<file path="config.mk">
export PLATFORM = sky130hd
export DESIGN_NAME = strict_priority_three_queue_top
export DESIGN_NICKNAME = d
export VERILOG_FILES = /design/src/rtl/spq_pkg.sv /design/src/rtl/spq_store.sv /design/src/rtl/spq_ctrl.sv /design/src/rtl/spq_out.sv /design/src/rtl/strict_priority_three_queue_top.sv
export SDC_FILE = /design/constraint.sdc
export NUM_CORES = 1
export LEC_CHECK = 0
export BUFFER_PORTS_ARGS = -buffer_cell sky130_fd_sc_hd__buf_2
export CAP_MARGIN = 20
export CELL_PAD_IN_SITES_DETAIL_PLACEMENT = 0
export CELL_PAD_IN_SITES_GLOBAL_PLACEMENT = 1
export CORE_AREA = 2 2 381 383
export CTS_CLUSTER_DIAMETER = 150
export DETAILED_ROUTE_END_ITERATION = 7
export DIE_AREA = 0 0 383 385
export PLACE_DENSITY = 0.52
export SETUP_SLACK_MARGIN = 0.02
export SLEW_MARGIN = 10
export SYNTH_ARGS = -nofsm -noshare
export SYNTH_HDL_FRONTEND = slang
export SYNTH_SLANG_ARGS = --single-unit
</file>
<file path="constraint.sdc">
create_clock -name clk_i -period 6.5 [get_ports clk_i]
set_clock_uncertainty 0.05 [all_clocks]
set_input_delay 0.65 -clock clk_i [delete_from_list [all_inputs] [get_ports clk_i]]
set_output_delay 0.65 -clock clk_i [all_outputs]
set_load 0.05 [all_outputs]
</file>
<file path="src/rtl/spq_pkg.sv">
// shared types and constants for the strict priority ticket queues
// no dependencies
`timescale 1ns / 1ps
`default_nettype none

package spq_pkg;

  localparam int QUEUE_DEPTH = 16;
  localparam int NUM_LINES   = 3;
  localparam int TICKET_BITS = 16;

  localparam int PTR_W  = $clog2(QUEUE_DEPTH);
  localparam int CNT_W  = $clog2(QUEUE_DEPTH + 1);
  localparam int LINE_W = $clog2(NUM_LINES);
  localparam int ADDR_W = $clog2(NUM_LINES * QUEUE_DEPTH);
  localparam int TOT_W  = $clog2(NUM_LINES * QUEUE_DEPTH + 1);

  typedef enum logic [1:0] {
    ACT_ISSUE      = 2'd0,
    ACT_ENQUEUE    = 2'd1,
    ACT_SERVE_LINE = 2'd2,
    ACT_SERVE_TOP  = 2'd3
  } action_e;

  // store access for one request
  typedef struct packed {
    logic                   wr_en;
    logic [ADDR_W-1:0]      wr_addr;
    logic [TICKET_BITS-1:0] wr_data;
    logic                   rd_en;
    logic [ADDR_W-1:0]      rd_addr;
  } mem_req_t;

  // result of one request, waiting for the store read data
  typedef struct packed {
    logic                              use_mem;
    logic [TICKET_BITS-1:0]            ticket;
    logic                              empty_serve;
    logic [LINE_W-1:0]                 served;
    logic                              dropped;
    logic [NUM_LINES-1:0][CNT_W-1:0]   count;
  } result_t;

endpackage

`default_nettype wire

</file>
<file path="src/rtl/spq_store.sv">
// ticket store: one circular buffer region per line, registered read
// depends on spq_pkg
`timescale 1ns / 1ps
`default_nettype none

module spq_store (
  input  wire logic                            clk_i,
  input  wire spq_pkg::mem_req_t               req_i,
  output logic [spq_pkg::TICKET_BITS-1:0]      rdata_o
);
  import spq_pkg::*;

  logic [TICKET_BITS-1:0] mem_q [NUM_LINES*QUEUE_DEPTH];
  logic [TICKET_BITS-1:0] rdata_q;

  always_ff @(posedge clk_i) begin
    if (req_i.wr_en) begin
      mem_q[req_i.wr_addr] <= req_i.wr_data;
    end
  end

  // read data holds until the next serve
  always_ff @(posedge clk_i) begin
    if (req_i.rd_en) begin
      rdata_q <= mem_q[req_i.rd_addr];
    end
  end

  assign rdata_o = rdata_q;

endmodule

`default_nettype wire

</file>
<file path="src/rtl/spq_ctrl.sv">
// queue control: pointers, occupancy, ticket counter and the first result stage
// depends on spq_pkg
`timescale 1ns / 1ps
`default_nettype none

module spq_ctrl (
  input  wire logic                          clk_i,
  input  wire logic                          rst_ni,
  input  wire logic                          in_valid_i,
  output logic                               in_stall_o,
  input  wire logic [1:0]                    action_i,
  input  wire logic [1:0]                    line_class_i,
  input  wire logic [15:0]                   ticket_in_i,
  output spq_pkg::mem_req_t                  mem_req_o,
  output logic                               res_valid_o,
  output spq_pkg::result_t                   res_o,
  input  wire logic                          res_take_i
);
  import spq_pkg::*;

  logic [PTR_W-1:0]       head_q [NUM_LINES];
  logic [PTR_W-1:0]       tail_q [NUM_LINES];
  logic [CNT_W-1:0]       occ_q  [NUM_LINES];
  logic [CNT_W-1:0]       occ_d  [NUM_LINES];
  logic [TICKET_BITS-1:0] counter_q;
  logic                   res_valid_q;
  result_t                res_q;
  result_t                res_d;

  action_e           act;
  logic              accept;
  logic [LINE_W-1:0] line_sel;
  logic [LINE_W-1:0] top_line;
  logic [LINE_W-1:0] pop_line;
  logic              is_serve;
  logic              do_pop;
  logic              do_push;
  logic              full;

  assign act        = action_e'(action_i);
  assign in_stall_o = res_valid_q && !res_take_i;
  assign accept     = in_valid_i && !in_stall_o;

  function automatic logic [PTR_W-1:0] advance(input logic [PTR_W-1:0] idx);
    logic [PTR_W-1:0] nxt;
    if (32'(idx) >= QUEUE_DEPTH - 1) nxt = '0;
    else                             nxt = idx + PTR_W'(1);
    return nxt;
  endfunction

  function automatic logic [ADDR_W-1:0] line_addr(input logic [LINE_W-1:0] ln,
                                                  input logic [PTR_W-1:0]  ptr);
    return ADDR_W'(ADDR_W'(ln) * ADDR_W'(QUEUE_DEPTH)) + ADDR_W'(ptr);
  endfunction

  // out-of-range line selects the lowest line
  always_comb begin
    if (32'(line_class_i) >= NUM_LINES) line_sel = LINE_W'(NUM_LINES - 1);
    else                                line_sel = LINE_W'(line_class_i);
  end

  // first non-empty line, line 0 wins
  always_comb begin
    top_line = '0;
    for (int i = NUM_LINES - 1; i >= 0; i--) begin
      if (occ_q[i] != '0) top_line = LINE_W'(i);
    end
  end

  assign is_serve = (act == ACT_SERVE_LINE) || (act == ACT_SERVE_TOP);
  assign pop_line = (act == ACT_SERVE_TOP) ? top_line : line_sel;
  assign do_pop   = is_serve && (occ_q[pop_line] != '0);
  assign full     = 32'(occ_q[line_sel]) >= QUEUE_DEPTH;
  assign do_push  = (act == ACT_ENQUEUE) && !full;

  always_comb begin
    for (int i = 0; i < NUM_LINES; i++) begin
      occ_d[i] = occ_q[i];
      if (do_push && (line_sel == LINE_W'(i))) occ_d[i] = occ_q[i] + CNT_W'(1);
      if (do_pop && (pop_line == LINE_W'(i)))  occ_d[i] = occ_q[i] - CNT_W'(1);
    end
  end

  always_comb begin
    res_d             = '0;
    res_d.use_mem     = do_pop;
    res_d.empty_serve = is_serve && !do_pop;
    res_d.dropped     = (act == ACT_ENQUEUE) && full;
    if (do_pop) res_d.served = pop_line;
    if (act == ACT_ISSUE) res_d.ticket = counter_q;
    for (int i = 0; i < NUM_LINES; i++) begin
      res_d.count[i] = occ_d[i];
    end
  end

  always_comb begin
    mem_req_o.wr_en   = accept && do_push;
    mem_req_o.wr_addr = line_addr(line_sel, tail_q[line_sel]);
    mem_req_o.wr_data = TICKET_BITS'(ticket_in_i);
    mem_req_o.rd_en   = accept && do_pop;
    mem_req_o.rd_addr = line_addr(pop_line, head_q[pop_line]);
  end

  always_ff @(posedge clk_i or negedge rst_ni) begin
    if (!rst_ni) begin
      for (int i = 0; i < NUM_LINES; i++) begin
        head_q[i] <= '0;
        tail_q[i] <= '0;
        occ_q[i]  <= '0;
      end
      counter_q   <= TICKET_BITS'(1);
      res_valid_q <= 1'b0;
    end else begin
      if (accept) begin
        res_valid_q <= 1'b1;
        for (int i = 0; i < NUM_LINES; i++) begin
          occ_q[i] <= occ_d[i];
        end
        if (do_push) tail_q[line_sel] <= advance(tail_q[line_sel]);
        if (do_pop)  head_q[pop_line] <= advance(head_q[pop_line]);
        if (act == ACT_ISSUE) begin
          // zero is never issued
          if (counter_q == '1) counter_q <= TICKET_BITS'(1);
          else                 counter_q <= counter_q + TICKET_BITS'(1);
        end
      end else if (res_take_i) begin
        res_valid_q <= 1'b0;
      end
    end
  end

  always_ff @(posedge clk_i) begin
    if (accept) res_q <= res_d;
  end

  assign res_valid_o = res_valid_q;
  assign res_o       = res_q;

endmodule

`default_nettype wire

</file>
<file path="src/rtl/spq_out.sv">
// output register: merges the served ticket from the store and sums the occupancy
// depends on spq_pkg
`timescale 1ns / 1ps
`default_nettype none

module spq_out (
  input  wire logic                             clk_i,
  input  wire logic                             rst_ni,
  input  wire logic                             res_valid_i,
  input  wire spq_pkg::result_t                 res_i,
  input  wire logic [spq_pkg::TICKET_BITS-1:0]  rdata_i,
  output logic                                  res_take_o,
  output logic                                  out_valid_o,
  input  wire logic                             out_stall_i,
  output logic [15:0]                           ticket_out_o,
  output logic                                  empty_serve_o,
  output logic [1:0]                            served_class_o,
  output logic                                  dropped_o,
  output logic [4:0]                            count_high_o,
  output logic [4:0]                            count_mid_o,
  output logic [4:0]                            count_low_o,
  output logic [5:0]                            count_total_o
);
  import spq_pkg::*;

  logic             out_valid_q;
  logic [15:0]      ticket_q;
  logic             empty_serve_q;
  logic [1:0]       served_q;
  logic             dropped_q;
  logic [4:0]       high_q;
  logic [4:0]       mid_q;
  logic [4:0]       low_q;
  logic [5:0]       total_q;
  logic [TOT_W-1:0] total_d;
  logic [15:0]      ticket_d;

  // move up when the output slot is empty or being drained
  assign res_take_o = res_valid_i && (!out_valid_q || !out_stall_i);

  always_comb begin
    total_d = '0;
    for (int i = 0; i < NUM_LINES; i++) begin
      total_d = total_d + TOT_W'(res_i.count[i]);
    end
  end

  assign ticket_d = res_i.use_mem ? 16'(rdata_i) : 16'(res_i.ticket);

  always_ff @(posedge clk_i or negedge rst_ni) begin
    if (!rst_ni) begin
      out_valid_q <= 1'b0;
    end else if (res_take_o) begin
      out_valid_q <= 1'b1;
    end else if (!out_stall_i) begin
      out_valid_q <= 1'b0;
    end
  end

  always_ff @(posedge clk_i) begin
    if (res_take_o) begin
      ticket_q      <= ticket_d;
      empty_serve_q <= res_i.empty_serve;
      served_q      <= 2'(res_i.served);
      dropped_q     <= res_i.dropped;
      high_q        <= 5'(res_i.count[0]);
      mid_q         <= 5'(res_i.count[1]);
      low_q         <= (NUM_LINES > 2) ? 5'(res_i.count[2 % NUM_LINES]) : 5'd0;
      total_q       <= 6'(total_d);
    end
  end

  assign out_valid_o    = out_valid_q;
  assign ticket_out_o   = ticket_q;
  assign empty_serve_o  = empty_serve_q;
  assign served_class_o = served_q;
  assign dropped_o      = dropped_q;
  assign count_high_o   = high_q;
  assign count_mid_o    = mid_q;
  assign count_low_o    = low_q;
  assign count_total_o  = total_q;

endmodule

`default_nettype wire

</file>
<file path="src/rtl/strict_priority_three_queue_top.sv">
// Strict priority ticket queues: three FIFO lines of ticket numbers, line 0 highest.
// Each request issues a ticket, enqueues a ticket on a line, serves a given line
// or serves the highest non-empty line. Every request gives exactly one result
// with the served or issued ticket, empty/drop flags and the line occupancies.
// Channels: in_valid_i/in_stall_o carry action_i, line_class_i, ticket_in_i;
// out_valid_o/out_stall_i carry the result fields. A transfer happens on a clock
// edge with valid high and stall low.
// The edge that takes a request updates state, registers the first result stage and
// does the store access; the store read data then lands in the output register with
// the rest of the result once the output register is free. Throughput: one request
// per cycle while in_stall_o is low, with one store write or read per cycle.
// A stalled receiver holds the output register; one more request is still taken
// into the first result stage, after which in_stall_o rises.
// Reset: all lines empty, ticket counter at 1, no result pending. Store contents
// are not cleared; occupancy guards every read so stale entries never show.
// Depends on spq_pkg, spq_ctrl, spq_store, spq_out.
`timescale 1ns / 1ps
`default_nettype none

module strict_priority_three_queue_top (
  input  wire logic        clk_i,
  input  wire logic        rst_ni,
  input  wire logic        in_valid_i,
  output logic             in_stall_o,
  input  wire logic [1:0]  action_i,
  input  wire logic [1:0]  line_class_i,
  input  wire logic [15:0] ticket_in_i,
  output logic             out_valid_o,
  input  wire logic        out_stall_i,
  output logic [15:0]      ticket_out_o,
  output logic             empty_serve_o,
  output logic [1:0]       served_class_o,
  output logic             dropped_o,
  output logic [4:0]       count_high_o,
  output logic [4:0]       count_mid_o,
  output logic [4:0]       count_low_o,
  output logic [5:0]       count_total_o
);
  import spq_pkg::*;

  mem_req_t               mem_req;
  logic [TICKET_BITS-1:0] rdata;
  logic                   res_valid;
  result_t                res;
  logic                   res_take;

  spq_ctrl u_ctrl (
    .clk_i        (clk_i),
    .rst_ni       (rst_ni),
    .in_valid_i   (in_valid_i),
    .in_stall_o   (in_stall_o),
    .action_i     (action_i),
    .line_class_i (line_class_i),
    .ticket_in_i  (ticket_in_i),
    .mem_req_o    (mem_req),
    .res_valid_o  (res_valid),
    .res_o        (res),
    .res_take_i   (res_take)
  );

  spq_store u_store (
    .clk_i   (clk_i),
    .req_i   (mem_req),
    .rdata_o (rdata)
  );

  spq_out u_out (
    .clk_i          (clk_i),
    .rst_ni         (rst_ni),
    .res_valid_i    (res_valid),
    .res_i          (res),
    .rdata_i        (rdata),
    .res_take_o     (res_take),
    .out_valid_o    (out_valid_o),
    .out_stall_i    (out_stall_i),
    .ticket_out_o   (ticket_out_o),
    .empty_serve_o  (empty_serve_o),
    .served_class_o (served_class_o),
    .dropped_o      (dropped_o),
    .count_high_o   (count_high_o),
    .count_mid_o    (count_mid_o),
    .count_low_o    (count_low_o),
    .count_total_o  (count_total_o)
  );

endmodule

`default_nettype wire
</file>
Yosys cells after proc, flatten, opt, wreduce, memory -nomap -nowiden. Memory sizes are Yosys's and may differ from the RTL's. A register that Yosys moved wholly into a read port is not among the register bits. Cells that the tools add are included.

Register bits after elaboration: 134. RAM bits: 768. Input bits: 24. Output and inout bits: 43. Logic and storage cells: 140. Memories kept: 1.

$add $sub $neg: 13. Magnitude comparators: 8. Equality and inequality tests: 9. Mux-type cells: 43. Bitwise logic cells: 2. Reductions and logical operators: 36.

Memory list: u_store.mem_q (words 48, bits a word 16, rd ports 1, clocked after Yosys merged registers in 1, write ports 1, RTL line spq_store.sv:13) `logic [TICKET_BITS-1:0] mem_q [NUM_LINES*QUEUE_DEPTH];`.

Operators by type and width (count): 5-bit 2-to-1 mux (10); 4-bit 2-to-1 mux (12); 16-bit 2-to-1 mux (2); 12-bit bitwise mux (2); 5-bit binary-select mux with 2-bit select (2); 5-bit nonzero test (4); 1-bit logical AND (17); 16-bit by 1-bit adder with 16-bit output, second input constant (1); 4-bit binary-select mux with 2-bit select (2); 4-bit demux with 2-bit select (2); 16-bit == test, second input constant (1); 5-bit by 1-bit adder with 5-bit output, second input constant (3); 5-bit by 1-bit subtractor with 5-bit output, second input constant (3); 6-bit by 4-bit adder with 6-bit output (2); 2-bit 2-to-1 mux (5); 4-bit by 1-bit adder with 4-bit output, second input constant (2); 2-bit == test, second input constant (4); 4-bit >= comparator, second input constant (2); 5-bit by 5-bit adder with 6-bit output (1); 6-bit by 5-bit adder with 6-bit output (1); 2-bit by 1-bit == test with 1-bit output, second input constant (3); 3-bit >= comparator, second input constant (2); 1-bit zero test (6); 2-bit zero test (3); other kinds (9) (19).

Longest topological paths before layout. Gate-level depths: netlist (run 1).

Word-level depth: 14. Depth in mapped cells: 14. Mapped depth without buffers: 12.

Hierarchy. From an unflattened synthesis (run 1), not the netlist that was laid out.

Cell total of the unflattened synthesis: 2019. Area total of the unflattened synthesis: 36944.2 µm².

By module, submodules not included: spq_store (instances 1, cells an instance 1499, area each 30460.5 µm², seq. area each 23542.6 µm²); spq_ctrl (instances 1, cells an instance 430, area each 4702.0 µm², seq. area each 2483.6 µm²); spq_out (instances 1, cells an instance 90, area each 1781.7 µm², seq. area each 1256.2 µm²).

Least setup slack after synthesis (run 1). OpenSTA, ideal clock, no wires.

Path type: input to register. From: input out_stall_i. To: register u_out.high_q[0] (netlist: u_out.count_high_o[0]), enable pin. Setup time: 0.502 ns. Arrival time: 3.671 ns. Required time: 5.948 ns. Path slack: 2.277 ns. Cell stages on the path: 1. Buffers on the path: 0. Path through: a21boi_0.

Longest elaborated chain between the ends: 3.

RTL lines: start: declaration (RTL line strict_priority_three_queue_top.sv:29) `input wire logic out_stall_i,`; 1-bit zero test; 1-bit logical OR (RTL line spq_out.sv:39) `assign res_take_o = res_valid_i && (!out_valid_q || !out_stall_i);`; 1-bit logical AND (RTL line spq_out.sv:39); end signal: assignment (RTL line spq_out.sv:66) `high_q <= 5'(res_i.count[0]);`; end: declaration (RTL line spq_out.sv:31) `logic [4:0] high_q;`.

No other way between the ends. A chain may end at the register's enable or synchronous reset.

Worst setup path in the final report (run 1).
From: register u_ctrl.occ_q[5] (netlist name). To: register u_store.rdata_q[11] (netlist: u_store.rdata_o[11]) (read register of u_store.mem_q) (data pin).

Longest elaborated chain between the ends: 11. Elaborated cells between the ends (all ways): 15. Classes of those cells: add/sub: 1; mux: 9; bitwise: 1; reduce/logical: 4.

RTL lines: start: declaration (RTL line spq_ctrl.sv:23) `logic [CNT_W-1:0] occ_q [NUM_LINES];`; start signal: indexed assignment (RTL line spq_ctrl.sv:117) `occ_q[i] <= occ_d[i];`; parallel branches: the longest is 11 deep, another holds 6-bit by 4-bit adder with 6-bit output; end: declaration (RTL line spq_store.sv:14) `logic [TICKET_BITS-1:0] rdata_q;`.

Parallel ways; which one is timed is not known. The select of a mux whose other input is x is not followed.

==> flow_summary.json, run 1 <==
{
  "drtAntennaViolNets": 0,
  "vdd_drop_max_v": 0.000271,
  "async_flop_share": 0.0621,
  "die_x_um": 383,
  "end_kind": "flip-flop",
  "hold_class": "in -> async",
  "yosysSeqAreaShare": 0.737,
  "cts_sinks": 918,
  "grt_pass1_wl_mm": 150,
  "gr-usage-all-layers": 0.142,
  "path_max_fanout": 24,
  "ys_warn_count": 0,
  "wl_met2_mm": 48.9,
  "power.share.clock": 0.335,
  "place_inst": 4149,
  "drtIter0Drc": 2123,
  "tightest_slew_ns": 1.15,
  "cts_tree": "done",
  "power_density_mw_per_mm2": 360,
  "intPower_mw": 10.8,
  "firstDrtPassIters": 5,
  "synth_fp_nets": 2261,
  "clk_path_buf_depth": 3,
  "syn2layout_area_growth_pct": 16.0,
  "ys.flop_type": "edfxtp_1",
  "grt_pass1_vias": 20267,
  "cts_setup_buffers": 0,
  "cp_data_required_time_ns": 6.79,
  "status": "complete, no violations",
  "drc": 0,
  "hpwl_mm": 66.3,
  "pin_count": 67,
  "clockRootBuffer": "clkbuf_16",
  "io_buffers": 66,
  "p_sw_mw": 4.62,
  "dr_total_vias": 20502,
  "syn_inst": 2215,
  "crit_slowest_cell": "nor4b_1",
  "cts_max_level": 3,
  "maxCapViolCount": 0,
  "cp_slowest_stage_delay_ns": 0.90,
  "setup_viol": 0,
  "crit_path_start_kind": "flip-flop",
  "setup_tns_ns": 0,
  "clk-insertion-delay-late_ns": 0.66,
  "seqPwrFrac": 0.450,
  "post_cts_resized": 0,
  "numCtsBuffers": 99,
  "dr.max_layer_used": "met5",
  "clk_pin_slew_worst_paths_ns": 0.06,
  "crit_arrival_ns": 5.51,
  "max_slew_margin": 0.233,
  "grt_max_degree": 130,
  "core-area_sq_mm": 0.143,
  "synth_cell_types": 73,
  "clock.fmax_ghz": 0.192,
  "path_cells": "inv_1, ha_1, or4b_4, o41a_4, o22ai_2, or2_1, or3_1, o32ai_1, nor4b_1, nand4b_1",
  "period_needed_ns": 5.22,
  "final_max_slew_viol_count": 0,
  "die_h_um": 385,
  "gp_congestion": 0.803,
  "viasPerCell": 4.73,
  "met3_length_mm": 7.36,
  "timing.final.crit_share": 0.803,
  "finalHoldViolations": 0,
  "core.rowCount": 139,
  "p_leak_nw": 14.5,
  "wl_per_cell_um": 24.6,
  "worstSetupPathType": "reg -> reg",
  "swShare": 0.299,
  "rsz0062_at_grt": "false",
  "syn-cell-area_sq_mm": 0.0370,
  "fin_nets": 2398,
  "globalRouteOverflowTotal": 0,
  "initial_utilization": 0.259,
  "hold_buffers": 0,
  "synth_edf_count": 861,
  "drt-total-wl_mm": 106,
  "final_cells": 4335,
  "wl_met1_mm": 47.9,
  "antenna_found_initial": 19,
  "yosys_register_bits": 918,
  "die_area_sq_mm": 0.147,
  "place_ws_ns": 1.24,
  "setup_slack_ns": 1.28,
  "avgSynthCellArea_sq_um": 16.7,
  "pwr-share-comb": 0.214,
  "drive_gt1_frac": 0.161
}
[final cells by class]
cell class | count | area, sq um
fillers | 14067 | 100000
flip-flops and latches | 918 | 27300
multi-input cells | 1152 | 9090
clock buffers | 130 | 2680
well taps | 1903 | 2380
repair buffers | 160 | 1150
clock inverters | 50 | 264
inverters | 21 | 83.8
diodes | 1 | 2.50
[power groups by stage]
| stage | Sequential [mW] | Clock, mW | Combinational, mW |
|---|---|---|---|
| floorplan | 7.13 | 0 | 2.14 |
| global placement | 7.08 | 0 | 3.27 |
| detailed placement | 7.09 | 0 | 3.32 |
| CTS | 6.96 | 5.33 | 3.33 |
| global route | 6.99 | 5.56 | 3.54 |
| finish | 6.96 | 5.19 | 3.31 |
[sequential cells by signal, summed over array words and instances, names as in the netlist, 12 cells and up]
name                flops
u_store.rdata_o        16
u_ctrl.head_q          12
u_out.ticket_out_o     16
u_ctrl.tail_q          12
u_ctrl.occ_q           15
u_ctrl.counter_q       16
u_ctrl.res_o           36
u_store.mem_q         768
[worst paths after layout]
| check | start | endpoint | slack (ns) | cells after the start |
|---|---|---|---|---|
| max in group asynchronous | rst_ni | u_ctrl.counter_q[13] | 5.71 | 2 |
| min | rst_ni | u_ctrl.occ_q[3] | 0.11 | 2 |
| max | u_ctrl.occ_q[5] | u_store.rdata_o[11] | 1.28 | 10 |
| max reg2reg | u_ctrl.occ_q[5] | u_store.rdata_o[11] | 1.28 | 10 |
| min reg2reg | u_ctrl.res_o[17] | u_out.served_class_o[1] | 0.37 | 0 |
| min in group clk_i | in_valid_i | u_ctrl.res_valid_o | 0.16 | 2 |
[Yosys cell counts, types with 12 or more instances]
cell      number  area (sq um)
mux2i_1      325          3250
buf_6         12           135
buf_4         19           143
xor2_1        16           140
nand4b_1      16           140
xnor2_1       18           158
nor4_1        21           131
and3_1        20           125
edfxtp_1     861         25900
ha_1          16           200
dfrtp_1       56          1400
nor4b_1       16           140
nand3_1       38           190
and2_1        21           131
o32a_1        34           340
mux2_2        47           529
nand2_1       55           206
a211oi_1      49           368
o32ai_1       65           569
o21ai_0       45           225
buf_2         42           210
a21oi_1       61           305
o22ai_1       67           419
nor2_1       106           398
inv_1         18          67.6
clkbuf_1      49           184
[cell families after synthesis]
logic type | share of synthesized area
adder cells (fa/ha/maj) | 0.00865
buffers and inverters | 0.0205
AO/OA/AOI/OAI | 0.0719
flip-flops | 0.737
XOR/XNOR | 0.00804
AND/OR/NAND/NOR | 0.0519
multiplexers | 0.102
[per-stage QoR]
step | hold slack (ns) | utilization | power, mW | instance area (sq um)
after global routing | 0.130 | 0.300 | 16.1 | 42900
after floorplan | 0.304 | - | 9.27 | 37000
after CTS | 0.103 | 0.299 | 15.6 | 42800
after global placement | 0.355 | 0.278 | 10.4 | 39800
final | 0.114 | 0.300 | 15.5 | 42900
after detailed placement | 0.358 | 0.279 | 10.4 | 39900
[placed cells by master, fill, tap and decap left out, types with 25 or more instances in the layout]
cell type	Yosys	routed
edfxtp_1	861	861
o32ai_1	65	65
clkbuf_1	49	27
nor2_1	106	100
clkinv_1	1	25
clkbuf_16	0	103
buf_2	42	67
buf_4	19	83
a211oi_1	49	49
o21ai_0	45	45
dfrtp_1	56	56
o32a_1	34	34
o22ai_1	67	66
nand2_1	55	53
mux2_2	47	47
mux2i_1	325	325
a21oi_1	61	61
nand3_1	38	38
[metal layers]
| layer | up-vias | track usage |
|---|---|---|
| li1 | 9127 | - |
| met1 | 10586 | 0.196 |
| met2 | 635 | 0.225 |
| met3 | 152 | 0.0318 |
| met4 | 2 | 0.0341 |
| met5 | - | 0 |
[worst max-delay path, delay by kind of cell, from the launching register on]
family          cells  cell delay [ns]
fa+ha+maj           1             0.16
flops               1             0.45
simple gates        5             2.87
compound gates      3             1.21
buf+inv             1             0.15
Note: power is estimated with default switching activity, not from simulation.
==> inputs of run 2 (changes only) <==
--- a/config.mk
+++ b/config.mk
@@ -13,7 +13,7 @@
 export CTS_CLUSTER_DIAMETER = 150
 export DETAILED_ROUTE_END_ITERATION = 7
 export DIE_AREA = 0 0 383 385
-export PLACE_DENSITY = 0.52
+export PLACE_DENSITY = 0.53
 export SETUP_SLACK_MARGIN = 0.02
 export SLEW_MARGIN = 10
 export SYNTH_ARGS = -nofsm -noshare
==> constraint.sdc (replaced) <==
create_clock -name clk_i -period 4.4 [get_ports clk_i]
set_clock_uncertainty 0.05 [all_clocks]
set_input_delay 0.44 -clock clk_i [delete_from_list [all_inputs] [get_ports clk_i]]
set_output_delay 0.44 -clock clk_i [all_outputs]
set_load 0.05 [all_outputs]
==> run 2 against run 1 <==
Net effect:
- combinational power increased by 59%
- maximum frequency grew 22%
- non-clock buffer count rose by 90
- count of clock-buffer cells in the layout down 3
- total power increased by 51%
- sequential cell count unchanged
- highest routed layer unchanged
- cell area rose by 2.1%
- global-route usage decreased by 0.13 points
- routed wire length decreased by 1.3%
- via count is 2.7% higher
- die area stayed put
- largest cell class unchanged
==> flow_summary.json, run 2 (synthesis results as in run 1) <==
{
  "status": "complete, no violations",
  "globalRouteOverflowTotal": 0,
  "vdd_drop_max_v": 0.000360,
  "core.rowCount": 139,
  "path_cells": "inv_1, ha_1, or4b_4, o41a_4, buf_4, o221ai_4, nand2_4, buf_4, inv_1, nor3_2, buf_4, a21oi_1, nor4b_2, nand4b_1",
  "numCtsBuffers": 97,
  "io_buffers": 66,
  "path_max_fanout": 22,
  "grt_pass1_vias": 20854,
  "finalHoldViolations": 0,
  "cts_tree": "done",
  "grt_pass1_wl_mm": 151,
  "holdPathEnd": "u_store.mem_q[29][2]",
  "wl_per_cell_um": 23.8,
  "die_x_um": 383,
  "clk_pin_slew_worst_paths_ns": 0.06,
  "crit_path_start_kind": "flip-flop",
  "ff2ff_path_depth": 14,
  "reg2reg_slack_ns": 0.12,
  "largest_register_ffs": 768,
  "intPower_mw": 16.4,
  "pwr-share-comb": 0.226,
  "clock.fmax_ghz": 0.234,
  "drt-total-wl_mm": 105,
  "drtAntennaViolNets": 0,
  "die_area_sq_mm": 0.147,
  "syn2layout_area_growth_pct": 18.4,
  "core-area_sq_mm": 0.143,
  "crit_slowest_cell": "nor4b_2",
  "hold_class": "in -> reg",
  "final_common_cell": "edfxtp_1",
  "drc": 0,
  "maxCapViolCount": 0,
  "drive_gt1_frac": 0.194,
  "clockRootBuffer": "clkbuf_16",
  "crit_arrival_ns": 4.62,
  "final_max_slew_viol_count": 0,
  "cp_common_cell": "buf_4",
  "worstSetupPathType": "reg -> reg",
  "pin_count": 67,
  "period_needed_ns": 4.28,
  "cts_setup_buffers": 0,
  "hpwl_mm": 67.4,
  "final_cells": 4421,
  "power_density_mw_per_mm2": 531,
  "cp_data_required_time_ns": 4.74,
  "wl_met1_mm": 49.6,
  "grt_max_degree": 51,
  "wl_met2_mm": 48.0,
  "clk-insertion-delay-late_ns": 0.69,
  "max_slew_margin": 0.196,
  "p_sw_mw": 6.90,
  "crit_buf_inv": 5,
  "power.share.clock": 0.333,
  "die_h_um": 385,
  "min_path_cells": 1,
  "reg2reg_to": "u_store.rdata_o[3]",
  "initial_utilization": 0.259,
  "gp_congestion": 0.818,
  "met3_length_mm": 5.39,
  "swShare": 0.297,
  "mostFrequentLayoutCells": "edfxtp_1, mux2i_1, buf_4, nor2_1, clkbuf_16",
  "cp_slowest_stage_delay_ns": 0.54,
  "utilization": 0.306,
  "dr.max_layer_used": "met5",
  "setup_viol": 0,
  "timing.final.crit_share": 0.972,
  "tightest_slew_ns": 1.20,
  "rsz0062_at_grt": "false",
  "firstDrtPassIters": 5,
  "viasPerCell": 4.76,
  "clk_path_buf_depth": 3,
  "fin_nets": 2486,
  "p_leak_nw": 15.1,
  "seqPwrFrac": 0.441,
  "gr-usage-all-layers": 0.140,
  "dr_total_vias": 21054,
  "largest-register": "u_store.mem_q",
  "r2r_start": "u_ctrl.occ_q[6]",
  "antenna_found_initial": 15,
  "cts_max_level": 3,
  "drtIter0Drc": 2077,
  "place_inst": 4235,
  "end_kind": "flip-flop",
  "cts_sinks": 918,
  "cp_top_family": "simple AND/OR/NAND/NOR gates",
  "hold_path.startpoint": "ticket_in_i[2]"
}
## run 2: area by class of cell
class / count / area (sq um)
fillers: 13957 / 99300
clock buffers: 127 / 2630
flip-flops and latches: 918 / 27300
clock inverters: 48 / 357
repair buffers: 250 / 1930
well taps: 1903 / 2380
multi-input cells: 1152 / 9190
diodes: 2 / 5.00
inverters: 21 / 83.8
## run 2: timing repair
item,4_1_cts,5_1_grt
hold buffers,3,0
endpoints found under the hold margin,19,0
gates resized for setup,14,11
setup endpoints to repair,13,8
## run 2: worst max path at each step
stage	to	depth (start not counted)	start
floorplan	u_out.count_high_o[0]	1	u_out.out_valid_o
global placement	u_store.rdata_o[9]	13	u_ctrl.occ_q[1]
detailed placement	u_store.rdata_o[5]	13	u_ctrl.occ_q[1]
CTS	u_store.rdata_o[9]	14	u_ctrl.occ_q[6]
global route	u_store.rdata_o[14]	14	u_ctrl.occ_q[6]
finish	u_store.rdata_o[3]	14	u_ctrl.occ_q[6]
## run 2: power groups by stage
stage	combinational, mW	sequential [mW]	clock [mW]
6_report	5.25	10.3	7.74
5_1_grt	5.59	10.3	8.28
3_5_place_dp	5.20	10.4	0
2_1_floorplan	3.16	10.5	0
3_3_place_gp	5.15	10.4	0
4_1_cts	5.25	10.3	7.93
## run 2: layer usage
layer / global-route usage / vias up
li1: - / 9302
met1: 0.204 / 11009
met2: 0.222 / 605
met3: 0.0201 / 134
met4: 0.0292 / 4
met5: 0 / -
## run 2: per-stage QoR
step / setup TNS (ns) / power [mW] / instance area (sq um) / setup slack [ns] / hold slack [ns]
2_1_floorplan: 0 / 13.7 / 37000 / 0.208 / 0.0944
3_3_place_gp: -2.59 / 15.6 / 40500 / -0.597 / 0.353
3_5_place_dp: -2.53 / 15.6 / 40500 / -0.454 / 0.355
4_1_cts: 0 / 23.4 / 43600 / 0.0221 / 0.141
5_1_grt: 0 / 24.2 / 43800 / 0.0315 / 0.0685
6_report: 0 / 23.3 / 43900 / 0.121 / 0.0994
